==> config.mk <==
export PLATFORM = sky130hd
export DESIGN_NAME = utf8_stream_validator_top
export DESIGN_NICKNAME = d
export VERILOG_FILES = /design/src/sv/utf8v_pkg.sv /design/src/sv/utf8_stream_validator_top.sv /design/src/sv/utf8v_step.sv
export SDC_FILE = /design/constraint.sdc
export NUM_CORES = 1
export LEC_CHECK = 0
export ABC_AREA = 1
export ABC_CLOCK_PERIOD_IN_PS = 1450
export BUFFER_PORTS_ARGS = -buffer_cell sky130_fd_sc_hd__buf_2
export CAP_MARGIN = 20
export CORE_AREA = 2 2 39 41
export DETAILED_ROUTE_END_ITERATION = 8
export DIE_AREA = 0 0 41 43
export MAX_ROUTING_LAYER = met4
export PLACE_DENSITY_LB_ADDON = 0.15
export SYNTH_ARGS = -nofsm -noshare
export SYNTH_HDL_FRONTEND = slang
export SYNTH_SLANG_ARGS = --single-unit
==> constraint.sdc <==
create_clock -name clock -period 1.45 [get_ports clock]
set_input_delay 0.145 -clock clock [delete_from_list [all_inputs] [get_ports clock]]
set_output_delay 0.145 -clock clock [all_outputs]
set_load 0.01 [all_outputs]
==> src/sv/utf8v_pkg.sv <==
// Shared types and byte-class constants for the UTF-8 stream validator.
`default_nettype none

package utf8v_pkg;

   typedef struct packed {
      logic [1:0] bytes_pending;
      logic       after_ed_lead;
      logic       error_seen;
   } utf8v_state_type;

   localparam logic [7:0] ASCII_MAX      = 8'h7F;
   localparam logic [7:0] LEAD2_MASK     = 8'hE0;
   localparam logic [7:0] LEAD2_CODE     = 8'hC0;
   localparam logic [7:0] LEAD3_MASK     = 8'hF0;
   localparam logic [7:0] LEAD3_CODE     = 8'hE0;
   localparam logic [7:0] LEAD4_MASK     = 8'hF8;
   localparam logic [7:0] LEAD4_CODE     = 8'hF0;
   localparam logic [7:0] CONT_MASK      = 8'hC0;
   localparam logic [7:0] CONT_CODE      = 8'h80;
   localparam logic [7:0] SURR_LEAD      = 8'hED;
   localparam logic [7:0] SURR_BITS      = 8'hA0;

   localparam logic [1:0] PEND_NONE      = 2'd0;
   localparam logic [1:0] PEND_TWO_BYTE  = 2'd1;
   localparam logic [1:0] PEND_THREE_BYTE = 2'd2;
   localparam logic [1:0] PEND_FOUR_BYTE = 2'd3;

   localparam utf8v_state_type STATE_CLEAR = '{
      bytes_pending: PEND_NONE,
      after_ed_lead: 1'b0,
      error_seen:    1'b0
   };

endpackage

`default_nettype wire

==> src/sv/utf8_stream_validator_top.sv <==
// UTF-8 stream validator: one byte per item, verdict on the last byte.
//
// Takes one byte of a string per item and gives a single string_valid verdict
// on the item flagged last_byte; other items give no result. Throughput is one
// byte per clock while input is not stalled: the next-state decode is a few gates
// between the state registers, and the verdict sits in an output register so
// that input keeps flowing in any cycle where a held verdict is taken. A verdict
// appears in the cycle after its last byte is accepted. Input stalls only
// while a verdict is held and rsp_ready is low. Overlong forms and leads
// 0xF5-0xF7 are accepted; lead 0xED followed by a byte with bits 0xA0 set is rejected.
`default_nettype none

module utf8_stream_validator_top (
   input  wire logic       clock,
   input  wire logic       reset,
   input  wire logic       req_valid,
   output logic            req_ready,
   input  wire logic [7:0] req_data_byte,
   input  wire logic       req_last_byte,
   output logic            rsp_valid,
   input  wire logic       rsp_ready,
   output logic            rsp_string_valid
);
   import utf8v_pkg::*;

   utf8v_state_type state_ff, state_in;
   utf8v_state_type state_next;
   logic            rsp_valid_ff, rsp_valid_in;
   logic            rsp_string_valid_ff, rsp_string_valid_in;
   logic            req_accept;

   utf8v_step u_step (
      .state_cur  (state_ff),
      .data_byte  (req_data_byte),
      .state_next (state_next)
   );

   assign req_ready  = !rsp_valid_ff || rsp_ready;
   assign req_accept = req_valid && req_ready;

   always_comb begin
      state_in            = state_ff;
      rsp_valid_in        = rsp_valid_ff && !rsp_ready;
      rsp_string_valid_in = rsp_string_valid_ff;
      if (req_accept) begin
         if (req_last_byte) begin
            state_in            = STATE_CLEAR;
            rsp_valid_in        = 1'b1;
            rsp_string_valid_in = !state_next.error_seen &&
                                  (state_next.bytes_pending == PEND_NONE);
         end else begin
            state_in = state_next;
         end
      end
   end

   always_ff @(posedge clock) begin
      if (reset) begin
         state_ff     <= STATE_CLEAR;
         rsp_valid_ff <= 1'b0;
      end else begin
         state_ff     <= state_in;
         rsp_valid_ff <= rsp_valid_in;
      end
      rsp_string_valid_ff <= rsp_string_valid_in;
   end

   assign rsp_valid        = rsp_valid_ff;
   assign rsp_string_valid = rsp_string_valid_ff;

   a_ed_needs_three_byte: assert property (@(posedge clock) disable iff (reset)
      state_ff.after_ed_lead |-> (state_ff.bytes_pending == PEND_THREE_BYTE))
      else $error("surrogate flag set outside a three-byte sequence");

   a_error_clears_pending: assert property (@(posedge clock) disable iff (reset)
      state_ff.error_seen |-> (state_ff.bytes_pending == PEND_NONE && !state_ff.after_ed_lead))
      else $error("pending count kept after an error");

   a_last_gives_verdict: assert property (@(posedge clock) disable iff (reset)
      (req_accept && req_last_byte) |=> rsp_valid_ff)
      else $error("last byte accepted without a verdict");

   a_last_clears_state: assert property (@(posedge clock) disable iff (reset)
      (req_accept && req_last_byte) |=> (state_ff == STATE_CLEAR))
      else $error("state not cleared after the last byte");

endmodule

`default_nettype wire

==> src/sv/utf8v_step.sv <==
// Next-state decode for one byte of the UTF-8 stream validator.
`default_nettype none

module utf8v_step (
   input  wire utf8v_pkg::utf8v_state_type state_cur,
   input  wire logic [7:0]                 data_byte,
   output utf8v_pkg::utf8v_state_type      state_next
);
   import utf8v_pkg::*;

   logic surrogate;
   logic not_cont;

   assign surrogate = state_cur.after_ed_lead && ((data_byte & SURR_BITS) == SURR_BITS);
   assign not_cont  = (data_byte & CONT_MASK) != CONT_CODE;

   always_comb begin
      state_next = STATE_CLEAR;
      if (state_cur.error_seen) begin
         // sticky: drop bytes until the last one
         state_next.error_seen = 1'b1;
      end else if (state_cur.bytes_pending != PEND_NONE) begin
         if (surrogate || not_cont) begin
            state_next.error_seen = 1'b1;
         end else begin
            state_next.bytes_pending = state_cur.bytes_pending - 2'd1;
         end
      end else if (data_byte <= ASCII_MAX) begin
         state_next.bytes_pending = PEND_NONE;
      end else if ((data_byte & LEAD2_MASK) == LEAD2_CODE) begin
         state_next.bytes_pending = PEND_TWO_BYTE;
      end else if ((data_byte & LEAD3_MASK) == LEAD3_CODE) begin
         state_next.bytes_pending = PEND_THREE_BYTE;
         state_next.after_ed_lead = (data_byte == SURR_LEAD);
      end else if ((data_byte & LEAD4_MASK) == LEAD4_CODE) begin
         state_next.bytes_pending = PEND_FOUR_BYTE;
      end else begin
         state_next.error_seen = 1'b1;
      end
   end

endmodule

`default_nettype wire

==> metrics.md <==
| Metric | Value |
|---|---|
| Status | `complete, no violations` |
| CP max stage cell | `dfxtp_1` |
| DRT Pass-1 Iters | `4` |
| Post-synth EDFFs | `1` |
| CTS sink cnt | `6` |
| Gate Count Post-Synth | `68` |
| Top-count cell post-synth | `nand2_1` |
| Gp weighted congestion | `~0.80` |
| Fin crit share | `just under 90%` |
| First-pass GRT wire length | `approximately 1.7 mm` |
| CTS root buffer | `clkbuf_4` |
| RSZ-0062 raised after global routing | `false` |
| Pin count of the biggest net entering global routing | `6` |
| Max Freq | `~780 MHz` |
| Final setup fails | `0` |
| Later-pin clock latency in the skew report | `between 0.2 and 0.3 ns` |
| Fillcell total | `roughly 160` |
| Count of cell types in the netlist | `18` |
| Post-DP Area | `approximately 520 um^2` |
| Clock Skews | `around 0.0094 ns` |
| Routed Antenna Nets | `0` |
| # hold bufs at CTS | `0` |
| Layout cell share with drive strength beyond 1 | `approximately 30%` |
| Slew @ Worst Pin | `0.169 ns` |
| Met1 Use GR | `between 10% and 20%` |
| Via count | `about 470` |
| Total wire length | `915 um` |
| Crit path DAT | `~1.3 ns` |
| Yosys warnings | `0` |
| Post-synthesis async set-or-reset flop share | `0%` |
| Number of global-route vias before repair | `approximately 440` |
| Clk buf depth | `2` |
| Critical setup path kind | `reg2reg` |
| DIE AREA | `between 0.0015 and 0.002 mm^2` |
| Initial Util | `31.0%` |
| WL per Instance | `just under 9 um` |
| Grt ovf | `0` |
| Final hold violations | `0` |
| Synth area leaders | `dfxtp_1, nand2_1, inv_1, edfxtp_1, nor2_1` |
| Chip width | `a little over 40 um` |
| Max stage delay on crit path | `about 0.30 ns` |
| DR DRC count | `0` |
| XOR/XNOR share of the synthesized area | `0%` |
| Top post-synthesis cells by count | `nand2_1, inv_1, nor2_1` |
| CTS buffer count | `3` |
| Post-Synth Adder-Cell Area | `about 3%` |
| Area of the multi-input gates | `between 200 and 300 um^2` |
| Met3 global-route usage | `between 4 and 5%` |
| Synth area leader | `dfxtp_1` |
| Total GRT Usage | `between 10 and 15%` |
| Vias per Instance | `about 4.5` |
| Sum Neg Setup Slack | `0 ns` |
| Post-Syn Area | `429 um^2` |
| Post-synthesis compound-gate area fraction | `roughly 18%` |
| Post-synthesis mux area share | `0%` |
| Critical path endpoint category | `register` |
| Worst slew margin | `between 80% and 90%` |
| Peak VDD IR | `~0.28 mV` |
| PD cells | `about 810 mW/mm^2` |
| Flops & latches, synth | `6` |
| Lkg Pwr | `0.273 nW` |
| Gr busiest metal | `met2` |
| DP Wirelength | `roughly 810 um` |
| Sequential fraction of the synthesis area | `between 30% and 40%` |
| Met2 Usage GRT | `approximately a fifth` |
| # rows | `14` |
| Final Max Tran Viols | `0` |
| Syn Area/Cell | `6.31 um^2` |
| Max H-tree Level | `1` |
| Top_reg_cell synth | `dfxtp_1` |
| Antenna Cells | `0` |
| CORE AREA | `approximately 0.0014 mm^2` |
| # nets final | `between 100 and 150` |
| Clock-pin slew of the registers on the worst-case setup and hold paths | `approximately 0.050 ns` |
| WP data required | `around 1.5 ns` |
| # IOs | `16` |
| Initial antenna violation count | `0` |
| CP cell instances | `inv_1, ha_1, inv_1, nor2_1, nand3_1, nand4_1, nor2_1` |
| Cts repair resizes | `0` |
| Net count after synthesis | `82` |
| IO buf count | `15` |
| Largest family of logic cells by synthesized area | `simple AND/OR/NAND/NOR gates` |
| Register Area | `130 um^2` |
| Max Cap Viol | `0` |
| Crit-path max FO | `5` |
| Final Critical Period | `1.29 ns` |
| CTS tree | `done` |
| Top-area cell type share of the netlist area | `23.3%` |
| Simple-gate area share of the yosys netlist | `37.0%` |
| Design Area, Final | `551 um^2` |
| Setup repair bufs after CTS | `0` |
| Initial detailed-routing violation count | `1` |
| Setup crit start kind | `register` |
| Chip Height | `43 um` |
| Reg2Reg Setup Slack | `approximately 0.16 ns` |
| Syn-to-layout area delta | `28.3%` |
| Hold crit path type | `in2reg` |
cell usage in the layout (no fill, tap or decap), drive strengths merged:
cell type,count
nand2,18
buf,15
inv,13
nor2,10
o21ai,6
dfxtp,5
clkbuf,4
a21oi,4
nand3,3
nand4,3
nor3,2
a21boi,1
a31oi,1
ha,1
edfxtp,1
flip-flops by register name, summed over array words and instances, names as in the netlist:
name and cells:
rsp_string_valid 1, rsp_valid 1, state_ff 4
logic make-up (layout without fill, tap and decap cells):
logic type | count (synthesis) | after routing
AO/OA/AOI/OAI | 12 | 12
AND/OR/NAND/NOR | 36 | 36
buffers and inverters | 13 | 32
flip-flops | 6 | 6
adder cells (fa/ha/maj) | 1 | 1
per-stage QoR:
step	total power [W]	cells	hold WS, ns	worst slack (ns)	util, %
final	0.000448	103	0.0894	0.161	39.8
after global routing	0.000482	103	0.0828	0.00540	39.8
after CTS	0.000454	103	0.0847	0.149	39.8
after detailed placement	0.000279	99	0.340	0.140	37.9
after global placement	0.000279	99	0.343	0.171	37.9
after floorplan	0.000242	68	0.207	0.229	-
power breakdown:
group | leakage (nW) | switching [W] | internal, W | total (W)
clock | 0.0150 | 0.0000687 | 0.000105 | 0.000173
sequential | 0.0502 | 0.00000404 | 0.000179 | 0.000183
combinational | 0.207 | 0.0000538 | 0.0000377 | 0.0000914
cell type report:
type                       count  share of cell area (%)
clock buffer                   4                    4.77
inverter                      13                    8.86
multi-input combinational     49                    45.5
sequential                     6                    23.6
tap                           16                    3.64
timing repair buffer          15                    13.6
path summary, 6_finish.rpt:
check / start / end / cells after the start
worst min-delay path: reset / state_ff[2] / 2
worst min register to register: state_ff[2] / state_ff[2] / 2
worst max-delay path: state_ff[2] / rsp_string_valid / 7
worst max register to register: state_ff[2] / rsp_string_valid / 7
routing by layer:
metal	up-vias	wire, um
met3	2	53
met5	-	0
met2	12	428
met1	194	425
met4	0	8
li1	257	-
critical path: cells and delay by family, from the launching register on:
kind,cells,cell delay [ns]
DFF,1,0.30
and+or+nand+nor,4,0.35
buffers and inverters,2,0.17
adders and majority gates,1,0.23
(Power assumes the default switching activity.)
